[config.mk]
export PLATFORM = sky130hd
export DESIGN_NAME = hdlc_zero_bit_stuffer
export DESIGN_NICKNAME = d
export VERILOG_FILES = /design/src/rtl/hzbs_pkg.sv /design/src/rtl/hzbs_front.sv /design/src/rtl/hzbs_queue.sv /design/src/rtl/hzbs_back.sv /design/src/rtl/hdlc_zero_bit_stuffer.sv
export VERILOG_INCLUDE_DIRS = /design/src /design/src/rtl
export SDC_FILE = /design/constraint.sdc
export NUM_CORES = 1
export LEC_CHECK = 0
export CORE_ASPECT_RATIO = 0.75
export CORE_UTILIZATION = 45
export CTS_CLUSTER_DIAMETER = 50
export DETAILED_ROUTE_END_ITERATION = 8
export DONT_BUFFER_PORTS = 1
export PLACE_DENSITY_LB_ADDON = 0.15
export SLEW_MARGIN = 25
export SYNTH_ARGS = -nofsm -noshare
export SYNTH_HDL_FRONTEND = slang
export SYNTH_SLANG_ARGS = --single-unit
[constraint.sdc]
create_clock -name clk -period 9.7 [get_ports clk]
set_clock_uncertainty 0.15 [all_clocks]
set_input_delay 0.485 -clock clk [delete_from_list [all_inputs] [get_ports clk]]
set_output_delay 0.485 -clock clk [all_outputs]
set_load 0.05 [all_outputs]
[src/rtl/hdlc_zero_bit_stuffer_macros.svh]
// assertion macros for the hdlc zero-bit stuffer
`ifndef HDLC_ZERO_BIT_STUFFER_MACROS_SVH
`define HDLC_ZERO_BIT_STUFFER_MACROS_SVH

// property must hold at every clock edge outside reset
`define HZBS_ASSERT(label, prop, msg) \
    label: assert property (@(posedge clk) disable iff (!rst_n) (prop)) else $error(msg);

// condition must never be true outside reset
`define HZBS_NEVER(label, cond, msg) \
    label: assert property (@(posedge clk) disable iff (!rst_n) !(cond)) else $error(msg);

`endif

[src/rtl/hzbs_pkg.sv]
// shared types, constants and the per-octet stuffing function
`default_nettype none

package hzbs_pkg;

    localparam int RUN_LIMIT   = 5;
    localparam int BYTE_BITS   = 8;
    localparam int STUFF_MAX   = 10;
    localparam int LEN_W       = 4;
    localparam int RUN_W       = 3;
    localparam int ACC_W       = 17;
    localparam int CNT_W       = 5;
    localparam int QUEUE_DEPTH = 2;
    localparam int QPTR_W      = $clog2(QUEUE_DEPTH);
    localparam int QCNT_W      = $clog2(QUEUE_DEPTH + 1);

    // one octet after zero insertion, earliest bit in bit 0
    typedef struct packed {
        logic [STUFF_MAX-1:0] bits;
        logic [LEN_W-1:0]     len;
    } stuffed_t;

    typedef struct packed {
        stuffed_t         item;
        logic [RUN_W-1:0] run;
    } stuff_result_t;

    function automatic stuff_result_t stuff_octet(input logic [BYTE_BITS-1:0] data,
                                                  input logic [RUN_W-1:0] run_in);
        stuff_result_t    r;
        logic [RUN_W-1:0] run;
        logic [LEN_W-1:0] pos;
        r   = '0;
        run = (run_in >= RUN_W'(RUN_LIMIT)) ? '0 : run_in;
        pos = '0;
        for (int i = 0; i < BYTE_BITS; i++) begin
            r.item.bits[pos] = data[i];
            pos = pos + LEN_W'(1);
            if (data[i]) begin
                if (run == RUN_W'(RUN_LIMIT - 1)) begin
                    // inserted zero, bit already clear
                    pos = pos + LEN_W'(1);
                    run = '0;
                end
                else begin
                    run = run + RUN_W'(1);
                end
            end
            else begin
                run = '0;
            end
        end
        r.item.len = pos;
        r.run      = run;
        return r;
    endfunction

endpackage

`default_nettype wire

[src/rtl/hzbs_front.sv]
// front end: accepts octets, inserts zeros, tracks the run of ones
`default_nettype none

module hzbs_front (
    input  wire logic                         clk,
    input  wire logic                         rst_n,
    input  wire logic                         push,
    input  wire logic [hzbs_pkg::BYTE_BITS-1:0] data_octet,
    output logic                              full,
    input  wire logic                         q_full,
    output logic                              q_push,
    output hzbs_pkg::stuffed_t                q_item
);
    import hzbs_pkg::*;

    logic [RUN_W-1:0] run_reg;
    logic [RUN_W-1:0] run_next;
    stuff_result_t    stuffed;

    always_comb
    begin
        stuffed  = stuff_octet(data_octet, run_reg);
        full     = q_full;
        q_push   = push && !q_full;
        q_item   = stuffed.item;
        run_next = q_push ? stuffed.run : run_reg;
    end

    always_ff @(posedge clk or negedge rst_n)
    begin
        if (!rst_n)
        begin
            run_reg <= '0;
        end
        else
        begin
            run_reg <= run_next;
        end
    end

endmodule

`default_nettype wire

[src/rtl/hzbs_queue.sv]
// short queue of stuffed octets between front and back
`default_nettype none

module hzbs_queue (
    input  wire logic        clk,
    input  wire logic        rst_n,
    input  wire logic        wr_en,
    input  wire hzbs_pkg::stuffed_t wr_item,
    output logic             q_full,
    input  wire logic        rd_en,
    output hzbs_pkg::stuffed_t rd_item,
    output logic             q_empty
);
    import hzbs_pkg::*;

    stuffed_t          mem [QUEUE_DEPTH];
    logic [QPTR_W-1:0] wr_ptr_reg;
    logic [QPTR_W-1:0] wr_ptr_next;
    logic [QPTR_W-1:0] rd_ptr_reg;
    logic [QPTR_W-1:0] rd_ptr_next;
    logic [QCNT_W-1:0] count_reg;
    logic [QCNT_W-1:0] count_next;

    always_comb
    begin
        q_full      = (count_reg == QCNT_W'(QUEUE_DEPTH));
        q_empty     = (count_reg == '0);
        rd_item     = mem[rd_ptr_reg];
        wr_ptr_next = wr_ptr_reg;
        rd_ptr_next = rd_ptr_reg;
        if (wr_en)
        begin
            wr_ptr_next = (wr_ptr_reg == QPTR_W'(QUEUE_DEPTH - 1)) ? '0
                                                                  : wr_ptr_reg + QPTR_W'(1);
        end
        if (rd_en)
        begin
            rd_ptr_next = (rd_ptr_reg == QPTR_W'(QUEUE_DEPTH - 1)) ? '0
                                                                  : rd_ptr_reg + QPTR_W'(1);
        end
        count_next = count_reg + QCNT_W'(wr_en) - QCNT_W'(rd_en);
    end

    always_ff @(posedge clk or negedge rst_n)
    begin
        if (!rst_n)
        begin
            wr_ptr_reg <= '0;
            rd_ptr_reg <= '0;
            count_reg  <= '0;
        end
        else
        begin
            wr_ptr_reg <= wr_ptr_next;
            rd_ptr_reg <= rd_ptr_next;
            count_reg  <= count_next;
        end
    end

    always_ff @(posedge clk)
    begin
        if (wr_en)
        begin
            mem[wr_ptr_reg] <= wr_item;
        end
    end

endmodule

`default_nettype wire

[src/rtl/hzbs_back.sv]
// back end: packs stuffed bits into bytes and drives the output register
`default_nettype none

module hzbs_back (
    input  wire logic                           clk,
    input  wire logic                           rst_n,
    input  wire logic                           q_empty,
    input  wire hzbs_pkg::stuffed_t             q_item,
    output logic                                q_pop,
    input  wire logic                           pop,
    output logic                                empty,
    output logic [hzbs_pkg::BYTE_BITS-1:0]      line_byte,
    output logic                                last_of_run
);
    import hzbs_pkg::*;

    logic [ACC_W-1:0]     acc_reg;
    logic [ACC_W-1:0]     acc_next;
    logic [CNT_W-1:0]     cnt_reg;
    logic [CNT_W-1:0]     cnt_next;
    logic                 out_valid_reg;
    logic                 out_valid_next;
    logic [BYTE_BITS-1:0] byte_reg;
    logic [BYTE_BITS-1:0] byte_next;
    logic                 last_reg;
    logic                 last_next;
    logic                 out_room;
    logic                 emit;
    logic [ACC_W-1:0]     acc_shift;
    logic [CNT_W-1:0]     cnt_shift;

    always_comb
    begin
        out_room  = !out_valid_reg || pop;
        emit      = (cnt_reg >= CNT_W'(BYTE_BITS)) && out_room;
        acc_shift = emit ? (acc_reg >> BYTE_BITS) : acc_reg;
        cnt_shift = emit ? (cnt_reg - CNT_W'(BYTE_BITS)) : cnt_reg;
        // take the next octet once no full byte remains
        q_pop     = !q_empty && (cnt_shift < CNT_W'(BYTE_BITS));
        acc_next  = acc_shift;
        cnt_next  = cnt_shift;
        if (q_pop)
        begin
            acc_next = acc_shift | (ACC_W'(q_item.bits) << cnt_shift[RUN_W-1:0]);
            cnt_next = cnt_shift + CNT_W'(q_item.len);
        end
        out_valid_next = emit || (out_valid_reg && !pop);
        byte_next      = emit ? acc_reg[BYTE_BITS-1:0] : byte_reg;
        // last byte of an octet leaves fewer than a byte behind
        last_next      = emit ? (cnt_reg < CNT_W'(2 * BYTE_BITS)) : last_reg;
        empty          = !out_valid_reg;
        line_byte      = byte_reg;
        last_of_run    = last_reg;
    end

    always_ff @(posedge clk or negedge rst_n)
    begin
        if (!rst_n)
        begin
            acc_reg       <= '0;
            cnt_reg       <= '0;
            out_valid_reg <= 1'b0;
        end
        else
        begin
            acc_reg       <= acc_next;
            cnt_reg       <= cnt_next;
            out_valid_reg <= out_valid_next;
        end
    end

    always_ff @(posedge clk)
    begin
        byte_reg <= byte_next;
        last_reg <= last_next;
    end

endmodule

`default_nettype wire

[src/rtl/hdlc_zero_bit_stuffer.sv]
// HDLC zero-bit insertion: octets in, packed line bytes out, LSB first.
// The front stuffs each accepted octet in the cycle it arrives and writes it
// into a two-entry queue; the back merges it with the residual bits and puts
// one byte per cycle in the output register while that register has room. Each
// completed byte leaves through the single byte output register, and the front
// keeps accepting octets while the queue is not full. The first byte of an
// octet passes from the queue through the accumulator into the output register.
// Residual bits (fewer than 8) wait for later octets; flags, CRC and flushing
// are handled outside.
`default_nettype none

`include "hdlc_zero_bit_stuffer_macros.svh"

module hdlc_zero_bit_stuffer (
    input  wire logic                             clk,
    input  wire logic                             rst_n,
    input  wire logic                             push,
    output logic                                  full,
    input  wire logic [hzbs_pkg::BYTE_BITS-1:0]   data_octet,
    input  wire logic                             pop,
    output logic                                  empty,
    output logic [hzbs_pkg::BYTE_BITS-1:0]        line_byte,
    output logic                                  last_of_run
);
    import hzbs_pkg::*;

    logic     q_push;
    logic     q_full;
    logic     q_pop;
    logic     q_empty;
    stuffed_t q_wr_item;
    stuffed_t q_rd_item;

    hzbs_front u_front (
        .clk        (clk),
        .rst_n      (rst_n),
        .push       (push),
        .data_octet (data_octet),
        .full       (full),
        .q_full     (q_full),
        .q_push     (q_push),
        .q_item     (q_wr_item)
    );

    hzbs_queue u_queue (
        .clk     (clk),
        .rst_n   (rst_n),
        .wr_en   (q_push),
        .wr_item (q_wr_item),
        .q_full  (q_full),
        .rd_en   (q_pop),
        .rd_item (q_rd_item),
        .q_empty (q_empty)
    );

    hzbs_back u_back (
        .clk         (clk),
        .rst_n       (rst_n),
        .q_empty     (q_empty),
        .q_item      (q_rd_item),
        .q_pop       (q_pop),
        .pop         (pop),
        .empty       (empty),
        .line_byte   (line_byte),
        .last_of_run (last_of_run)
    );

    // every accepted transaction lands in the queue
    `HZBS_ASSERT(a_push_fills_queue, (push && !full) |=> !q_empty, "accepted octet missing from queue")
    `HZBS_NEVER(a_no_push_when_full, q_push && q_full, "queue written while full")
    `HZBS_NEVER(a_no_pop_when_empty, q_pop && q_empty, "queue read while empty")
    // stuffed length is always between one byte and the maximum
    `HZBS_NEVER(a_len_range, q_push && (q_wr_item.len < LEN_W'(BYTE_BITS) || q_wr_item.len > LEN_W'(STUFF_MAX)), "bad stuffed length")

endmodule

`default_nettype wire

After elaboration in Yosys (flattened, before gate mapping):

Memory sizes are Yosys's and may differ from the RTL's.
Cells that the tools add are included.

* RAM bits: 28
* output and inout port bits: 11
* bits of input ports: 12
* memories kept: 1
* register bits: 39

* shift operators: 1
* bitwise gates (word level): 1
* mux-type cells: 62
* magnitude comparators: 18
* equal/unequal tests: 9
* reductions and logical operators: 18
* $add $sub $neg: 28

Memory list
* u_queue.mem: depth 2, width 14, read ports 1, clocked after memory_dff 0, write ports 1, line hzbs_queue.sv:16 `stuffed_t mem [QUEUE_DEPTH];`

Operators with widths (number)
* bitwise mux 10 bit: 7
* 2-to-1 mux 4 bit: 14
* adder 4 x 1 -> 4 bit, second input constant: 13
* 2-to-1 mux 3 bit: 17
* 2-to-1 mux 17 bit: 2
* < comparator 4 x 5 -> 1 bit, second input constant: 6
* demux 1 bit (select 4 bit): 7
* adder 3 x 1 -> 3 bit, second input constant: 8
* equality test 3 bit, second input constant: 8
* greater-or-equal comparator 4 x 1 -> 1 bit, second input constant: 6
* bitwise OR 17 bit: 1
* left shift 10 x 3 -> 17 bit: 1
* logical AND 1 bit: 11
* 2-to-1 mux 1 bit: 11
* 2-to-1 mux 5 bit: 2
* adder 5 x 4 -> 5 bit: 1
* greater-or-equal comparator 5 x 4 -> 1 bit, second input constant: 1
* < comparator 2 x 5 -> 1 bit, second input constant: 1
* < comparator 5 x 4 -> 1 bit, second input constant: 1
* < comparator 5 bit, second input constant: 1
* subtractor 5 x 4 -> 5 bit, second input constant: 1
* logical NOT 1 bit: 4
* 2-to-1 mux 2 bit: 2
* adder 2 x 1 -> 3 bit, second input constant: 1
* other kinds (8): 10

Logic depth before layout (Yosys ltp):

Gate-level depths: netlist (run 1).

* depth after elaboration: 34
* depth in mapped cells: 36

Cells and area by module:

From an unflattened synthesis (run 1), not the netlist that was laid out.

* cell total of the unflattened synthesis: 648
* area, all modules: 6281.0 um2

Modules (own cells, without submodules)
* hzbs_front: sequential area each 75.1 um2, times used 1, area each 3246.9 um2, cells an instance 438
* hzbs_back: sequential area each 845.8 um2, times used 1, area each 1774.2 um2, cells an instance 151
* hzbs_queue: sequential area each 940.9 um2, times used 1, area each 1260.0 um2, cells an instance 59

Worst setup path before layout (run 1):

Ideal clock, no wire load.

* path kind: flip-flop to flip-flop
* start: register u_front.run_reg[2]
* end: memory u_queue.mem[0][3] in the netlist's numbering (data pin)
* clock period less this slack: 7188 ps
* buffers on the path: 1
* stages on the path, launching flop included: 30
* data arrival time: 6768 ps
* required time: 9280 ps
* slack: 2512 ps
* cells stage by stage: dfrtp_1 nand2b_1 ha_1 and4bb_2 nand3b_1 ha_1 or3b_2 mux2i_4 nand2_1 nand3_1 ha_1 nand2_1 or3_1 a21oi_1 nor2_1 a311oi_1 buf_2 inv_1 ha_1 xnor2_1 ha_1 xor2_1 ha_1 inv_1 or4_1 xnor2_1 xnor2_1 nand2_1 o22ai_1 xor2_1

RTL lines
* start, declared: line hzbs_front.sv:16 `logic [RUN_W-1:0] run_reg;`
* start signal, assigned: line hzbs_front.sv:37 `run_reg <= run_next;`
* end, declared: line hzbs_queue.sv:16

==> impl_metrics.json, run 1 <==
{
  "critPathKind": "reg2reg",
  "drive_gt1_frac": 0.112,
  "timing.rr.end": "u_queue.mem[1][3]",
  "cts_max_path_buffers": 2,
  "pwr-share-clk": 0.168,
  "p_int_w": 0.00117,
  "cp_common_cell": "ha_1",
  "die_x_um": 137,
  "reg2reg_from": "u_front.run_reg[2]",
  "synthesis.area_um2": 6190,
  "power_w": 0.00208,
  "tightest_slew_ns": 0.843,
  "cts_root_buf": "clkbuf_16",
  "crit_family": "simple AND/OR/NAND/NOR gates",
  "status": "finished clean",
  "routedWlPerCell_um": 16.9,
  "dp_hpwl_um": 11100,
  "post-route-util": 0.506,
  "fin_setup_tns_ns": 0,
  "netlist_instances": 680,
  "yosysSeqAreaShare": 0.301,
  "power_switching_w": 0.000912,
  "htree_levels": 3,
  "critPathBufInv": 3,
  "cts_tree": "built",
  "drt_iter0_drc": 381,
  "async_reset_ff_frac": 0.448,
  "synth_edf_count": 37,
  "layout_commonest_cell": "nand2_1",
  "cp.arrival_ns": 8.35,
  "antenna_found_initial": 0,
  "combinationalPowerShare": 0.539,
  "path_clk_slew_ns": 0.06,
  "gp_congestion": 0.863,
  "yosys_register_bits": 67,
  "power.density_nw_per_um2": 312,
  "via_count": 4952,
  "rsz0062_at_grt": "no",
  "cts_buffers": 9,
  "diodes": 0,
  "r2r_cells": 29,
  "grt_pass1_vias": 4587,
  "via_per_inst": 5.87,
  "critPathLaunchType": "register",
  "p_leak_nw": 2.92,
  "largest_reg_flops": 28,
  "max_freq_mhz": 120,
  "grt_overflow": 0,
  "fin_nets": 727,
  "die-area_um2": 14200,
  "cp.depth": 29,
  "wirelength_um": 14200,
  "start_util": 0.469,
  "syn_avg_cell_area_um2": 9.11,
  "max-vdd-ir-drop_uv": 178,
  "ys_types": 77,
  "row_count": 36,
  "grt.total_usage": 0.213,
  "cts_resized": 0,
  "dp_cells": 825,
  "cpMaxStageDelayCell": "or3b_2",
  "maxCapViolCount": 0,
  "insertion_delay_ns": 0.33,
  "dr.pass1.iters": 5,
  "grt_start_max_net_pins": 31,
  "cpPeakStageDelay_ns": 0.60,
  "synth_flop_cell": "edfxtp_1",
  "setup_viol": 0,
  "portBuffers": 0,
  "holdPathEnd": "u_front.run_reg[1]",
  "layout_worst_path_cycle_share": 0.861,
  "area_delta_synth_final_pct": 7.82,
  "regToRegSetupSlack_ns": 1.35,
  "swShare": 0.437,
  "critPathRequiredTime_ns": 9.70,
  "boundaryPins": 23,
  "die_h_um": 104,
  "layout_common_cells": "nand2_1, inv_1, ha_1",
  "endpoint_kind": "register",
  "grt_pass1_wl_um": 23900,
  "critical_path_peak_fanout": 12,
  "hold_depth": 2,
  "min_period_ns": 8.35,
  "hold_viol_final": 0,
  "max_slew_margin": 0.438,
  "fin_cells": 843,
  "hold_start": "data_octet[7]",
  "seq_power_share": 0.293,
  "ys.warnings.count": 0,
  "slew_viol_final": 0,
  "core_area_um2": 13200,
  "hold_path_class": "in2reg",
  "cts_sinks": 67,
  "drcViolationCount": 0,
  "antenna_left": 0
}
## worst max path at each step
| stage | startpoint | end |
|---|---|---|
| final | u_front.run_reg[2] | u_queue.mem[1][3] |
| after global routing | u_front.run_reg[2] | u_queue.mem[1][3] |
| after CTS | u_front.run_reg[2] | u_queue.mem[0][3] |
| after detailed placement | u_front.run_reg[2] | u_queue.mem[0][3] |
| after global placement | u_front.run_reg[2] | u_queue.mem[0][3] |
| after floorplan | u_front.run_reg[2] | u_queue.mem[0][3] |
## power by group through the flow
stage                     Combinational, W  Sequential, W  Clock [W]
after floorplan                   0.000921       0.000563          0
after global placement             0.00108       0.000612          0
after detailed placement           0.00110       0.000618          0
after CTS                          0.00112       0.000612   0.000357
after global routing               0.00125       0.000632   0.000367
final                              0.00112       0.000612   0.000350
## per-stage QoR
stage	instance area (um2)	worst slack, ns	hold WS (ns)
finish	6680	1.35	0.152
CTS	6670	1.40	0.147
floorplan	6200	2.51	0.0394
global route	6680	0.786	0.155
detailed placement	6310	1.44	0.0405
global placement	6310	1.64	0.0403
## routing by layer
| layer | global-route usage | part of all wire | up-vias |
|---|---|---|---|
| met5 | 0 | 0 | - |
| met4 | 0.0361 | 0.0065 | 0 |
| li1 | - | - | 2406 |
| met3 | 0.0499 | 0.064 | 10 |
| met2 | 0.290 | 0.41 | 135 |
| met1 | 0.337 | 0.52 | 2401 |
## kinds of logic after synthesis
| kind of cell | synth area share |
|---|---|
| AOI/OAI and AO/OA | 0.119 |
| xor gates and xnor gates | 0.0760 |
| adders and majority gates | 0.0982 |
| buffers and inverters | 0.0497 |
| DFF | 0.301 |
| muxes | 0.150 |
| other | 0.00121 |
| and+or+nand+nor | 0.206 |
## cell type report
cell class | count | area [um2]
sequential | 67 | 1860
multi-input combinational | 535 | 4040
tap | 171 | 214
clock buffer | 12 | 278
timing repair buffer | 4 | 45.0
inverter | 50 | 188
fill | 1234 | 6520
clock inverter | 4 | 52.6
## synthesized netlist by cell type, drive strengths merged, types with 7 or more instances
cell type	instances	area share
a21oi	26	0.021
and3	13	0.013
clkbuf	25	0.015
dfrtp	30	0.12
edfxtp	37	0.18
ha	47	0.095
inv	48	0.029
mux2	25	0.047
mux2i	40	0.071
mux4	9	0.033
nand2	98	0.059
nand2b	11	0.011
nand3	39	0.032
nand4	9	0.010
nor2	44	0.027
nor3	13	0.011
o21ai	30	0.025
o22ai	11	0.012
or3	7	0.0079
xnor2	27	0.044
## timing repair
item | in CTS | in global routing
endpoints found under the hold margin | 30 | 0
hold buffers | 2 | 0
setup buffers | 0 | 0
No activity file was read; power rests on OpenSTA's default activity.
==> inputs of run 2 (changes only) <==
BUFFER_PORTS_ARGS = -buffer_cell sky130_fd_sc_hd__buf_2   (was not set)
DONT_BUFFER_PORTS = not set   (was 1)
==> impl_metrics.json, run 2 (synthesis results as in run 1) <==
{
  "antenna_left": 0,
  "largest_reg_flops": 28,
  "drcViolationCount": 0,
  "cts_buffers": 9,
  "hold_path_class": "in2async",
  "power.density_nw_per_um2": 310,
  "cts_tree": "built",
  "crit_family": "simple AND/OR/NAND/NOR gates",
  "routedWlPerCell_um": 16.7,
  "maxCapViolCount": 0,
  "fin_setup_tns_ns": 0,
  "area_delta_synth_final_pct": 8.91,
  "grt_overflow": 0,
  "tightest_slew_ns": 0.799,
  "insertion_delay_ns": 0.33,
  "hold_viol_final": 0,
  "grt_pass1_vias": 4435,
  "die-area_um2": 14200,
  "cts_sinks": 67,
  "start_util": 0.469,
  "nFillCells": 1238,
  "p_leak_nw": 2.99,
  "path_clk_slew_ns": 0.05,
  "endpoint_kind": "register",
  "row_count": 36,
  "via_count": 4949,
  "cts_resized": 0,
  "grt_pass1_wl_um": 23400,
  "fin_nets": 747,
  "ctsHoldBuffers": 0,
  "cts_root_buf": "clkbuf_16",
  "grt.total_usage": 0.211,
  "max_slew_margin": 0.467,
  "cpPeakStageDelay_ns": 0.60,
  "max-vdd-ir-drop_uv": 152,
  "layout_commonest_cell": "nand2_1",
  "layout_worst_path_cycle_share": 0.832,
  "critPathKind": "reg2reg",
  "critical_path_peak_fanout": 12,
  "post-route-util": 0.511,
  "critPathLaunchType": "register",
  "diodes": 0,
  "dr.pass1.iters": 5,
  "max_freq_mhz": 124,
  "holdWs_ns": 0.0463,
  "status": "finished clean",
  "critPathBufInv": 3,
  "layout_common_cells": "nand2_1, inv_1, ha_1",
  "via_per_inst": 5.73,
  "cp.arrival_ns": 7.99,
  "dp_hpwl_um": 11300,
  "antenna_found_initial": 0,
  "cpMaxStageDelayCell": "or3b_2",
  "gp_congestion": 0.898,
  "htree_levels": 3,
  "core_area_um2": 13200,
  "cts_max_path_buffers": 2,
  "portBuffers": 22,
  "boundaryPins": 23,
  "die_x_um": 137,
  "drive_gt1_frac": 0.137,
  "critPathRequiredTime_ns": 9.62,
  "die_h_um": 104,
  "setup_viol": 0,
  "rsz0062_at_grt": "no",
  "cp_common_cell": "ha_1",
  "wirelength_um": 14400,
  "grt_start_max_net_pins": 31,
  "cts_setup_buffers": 0,
  "min_period_ns": 8.07,
  "drt_iter0_drc": 505,
  "slew_viol_final": 0
}
==> run 2: power by group <==
part	total (W)	internal, W	switching, W
Combinational	0.00120	0.000491	0.000706
Sequential	0.000554	0.000464	0.0000902
Clock	0.000341	0.000224	0.000117
Total	0.00209	0.00118	0.000914
==> run 2: layout make-up <==
type / count / area (um2) / share of cell area
clock buffers: 9 / 225 / 0.0334
flip-flops and latches: 67 / 1860 / 0.276
multi-input cells: 535 / 4040 / 0.599
well taps: 171 / 214 / 0.0317
clock inverters: 7 / 92.6 / 0.0137
repair buffers: 24 / 125 / 0.0185
inverters: 50 / 188 / 0.0278
==> run 2: path summary, 6_finish.rpt <==
path                               startpoint  slack (ns)  cells after the start                   end
setup / recovery           u_front.run_reg[2]        1.63                     29     u_queue.mem[1][3]
max in group asynchronous               rst_n        8.91                      1     u_back.acc_reg[2]
hold / removal                          rst_n        0.05                      1    u_front.run_reg[2]
setup reg to reg           u_front.run_reg[2]        1.63                     29     u_queue.mem[1][3]
min in group clk                          pop        0.28                      3  u_back.out_valid_reg
hold reg to reg             u_back.acc_reg[3]        0.30                      0   u_back.line_byte[3]
==> run 2: layer usage <==
metal	vias up	wire length, um	GRT usage
li1	2456	-	-
met1	2337	7820	0.349
met2	139	5620	0.271
met3	17	833	0.0450
met4	0	122	0.0440
met5	-	0	0
==> run 2: stage by stage <==
step / power, W / setup WS [ns] / std cells / instance area (um2)
floorplan: 0.00148 / 2.51 / 682 / 6200
global placement: 0.00171 / 1.89 / 847 / 6420
detailed placement: 0.00174 / 1.61 / 847 / 6420
CTS: 0.00209 / 1.56 / 863 / 6740
global route: 0.00225 / 1.06 / 863 / 6750
finish: 0.00209 / 1.63 / 863 / 6750
==> inputs of run 3 (changes only) <==
ABC_AREA = 1   (was not set)
clock period = 7.3 ns   (was 9.7 ns; I/O delays follow)
==> impl_metrics.json, run 3 <==
{
  "status": "finished clean",
  "max_freq_mhz": 151,
  "die_x_um": 131,
  "grt_start_max_net_pins": 31,
  "die_h_um": 99.0,
  "area_delta_synth_final_pct": 10.8,
  "async_reset_ff_frac": 0.448,
  "hold_viol_final": 0,
  "critPathKind": "reg2reg",
  "min_period_ns": 6.62,
  "netlist_instances": 770,
  "layout_common_cells": "nand2_1, inv_1, nand3_1",
  "antenna_found_initial": 0,
  "critPathLaunchType": "register",
  "post-route-util": 0.510,
  "via_per_inst": 5.19,
  "drcViolationCount": 0,
  "holdPathEnd": "u_back.out_valid_reg",
  "critPathRequiredTime_ns": 7.22,
  "yosysTopAreaCell": "edfxtp_1",
  "cp_common_cell": "ha_1",
  "routedWlPerCell_um": 13.7,
  "gp_congestion": 0.906,
  "dp_cells": 948,
  "tightest_slew_ns": 0.667,
  "synth_top_area_share": 0.197,
  "largest_reg_flops": 28,
  "regToRegSetupSlack_ns": 0.68,
  "power.density_nw_per_um2": 455,
  "synth.area.top_cells": "edfxtp_1, nand2_1, dfrtp_1, ha_1, inv_1",
  "hold_depth": 2,
  "cts_setup_buffers": 0,
  "setup_viol": 0,
  "timing.rr.end": "u_queue.mem[1][3]",
  "grt_pass1_vias": 4509,
  "core_area_um2": 12300,
  "maxCapViolCount": 0,
  "hold_start": "pop",
  "hold_path_class": "in2reg",
  "start_util": 0.461,
  "synthTopCellsByCount": "nand2_1, inv_1, nand3_1, o21ai_0, ha_1",
  "layout_worst_path_cycle_share": 0.907,
  "fin_nets": 854,
  "via_count": 5012,
  "reg2reg_from": "u_front.run_reg[1]",
  "synthesis.area_um2": 5650,
  "cpPeakStageDelay_ns": 0.40,
  "boundaryPins": 23,
  "diodes": 0,
  "syn_avg_cell_area_um2": 7.33,
  "grt_pass1_wl_um": 22400,
  "slew_viol_final": 0,
  "insertion_delay_ns": 0.33,
  "dp_hpwl_um": 10600,
  "dr.pass1.iters": 5,
  "cts_max_path_buffers": 2,
  "grt.total_usage": 0.216,
  "yosys_register_bits": 67,
  "drt_iter0_drc": 424,
  "cts_root_buf": "clkbuf_16",
  "critical_path_peak_fanout": 5,
  "endpoint_kind": "register",
  "p_leak_nw": 2.99,
  "fin_setup_tns_ns": 0,
  "synth_edf_count": 37,
  "path_clk_slew_ns": 0.06,
  "yosysMostFrequentCell": "nand2_1",
  "r2r_cells": 37,
  "cp.arrival_ns": 6.54,
  "cpMaxStageDelayCell": "dfrtp_1",
  "antenna_left": 0,
  "htree_levels": 3,
  "max_slew_margin": 0.555,
  "die-area_um2": 13000,
  "synth_flop_cell": "edfxtp_1",
  "layout_commonest_cell": "nand2_1",
  "cts_sinks": 67,
  "cts_buffers": 9,
  "ys.warnings.count": 0,
  "portBuffers": 22,
  "fin_cells": 965,
  "rsz0062_at_grt": "no",
  "grt_overflow": 0,
  "drive_gt1_frac": 0.161,
  "wirelength_um": 13300,
  "ys_types": 40,
  "power_w": 0.00285,
  "yosysSeqAreaShare": 0.330,
  "cts_tree": "built",
  "row_count": 35,
  "max-vdd-ir-drop_uv": 247
}
## run 3: timing repair
item / CTS / global route
endpoints found under the hold margin: 30 / 0
hold buffers: 1 / 0
setup endpoints to repair: 0 / 8
gates resized for setup: 0 / 7
## run 3: area by class of cell
| cell class | instances | area, um2 |
|---|---|---|
| repair buffers | 26 | 143 |
| flip-flops and latches | 67 | 1860 |
| clock buffers | 9 | 225 |
| well taps | 166 | 208 |
| clock inverters | 7 | 75.1 |
| inverters | 107 | 404 |
| fillers | 1187 | 6000 |
| multi-input cells | 583 | 3340 |
## run 3: worst max-delay path, delay by kind of cell, from the launching register on
kind,cells,cell delay [ns]
AND/OR/NAND/NOR,20,2.68
buffers and inverters,7,0.52
flip-flops,1,0.40
adder cells (fa/ha/maj),8,2.22
AO/OA/AOI/OAI,2,0.37
## run 3: per-stage QoR
stage | area [um2] | hold slack, ns | setup WS, ns
finish | 6260 | 0.0946 | 0.682
global route | 6260 | 0.0993 | 0.0459
floorplan | 5660 | -0.0806 | 1.44
detailed placement | 5920 | 0.285 | 0.616
CTS | 6230 | 0.0825 | 0.579
global placement | 5920 | 0.275 | 0.850
## run 3: power breakdown
part	internal, W	total (W)	switching (W)
Combinational	0.000532	0.00171	0.00118
Sequential	0.000628	0.000710	0.0000829
Clock	0.000266	0.000430	0.000163
Total	0.00143	0.00285	0.00142
## run 3: how the worst max path moves through the flow
stage                             startpoint           endpoint  slack [ns]  depth (start not counted)
after global placement    u_front.run_reg[1]  u_queue.mem[0][3]        0.85                         40
after floorplan           u_front.run_reg[1]  u_queue.mem[0][3]        1.44                         37
after global routing      u_front.run_reg[1]  u_queue.mem[1][3]        0.05                         39
after CTS                 u_front.run_reg[1]  u_queue.mem[1][3]        0.58                         42
after detailed placement  u_front.run_reg[1]  u_queue.mem[0][3]        0.62                         42
final                     u_front.run_reg[1]  u_queue.mem[1][3]        0.68                         37
## run 3: layer usage
metal	wire, um	up-vias	GRT usage
li1	-	2568	-
met1	7190	2314	0.332
met2	5260	116	0.303
met3	631	14	0.0478
met4	187	0	0.0456
met5	0	-	0
## run 3: logic make-up (layout without fill, tap and decap cells)
logic type      after synthesis  in the layout  share of synthesized area
mux                           1              1                    0.00177
other cells                   2              4                    0.00133
buf+inv                     122            149                     0.0860
xor+xnor                     10             10                     0.0155
simple gates                424            424                      0.358
fa+ha+maj                    48             48                      0.108
compound gates               96             96                      0.100
flops                        67             67                      0.330
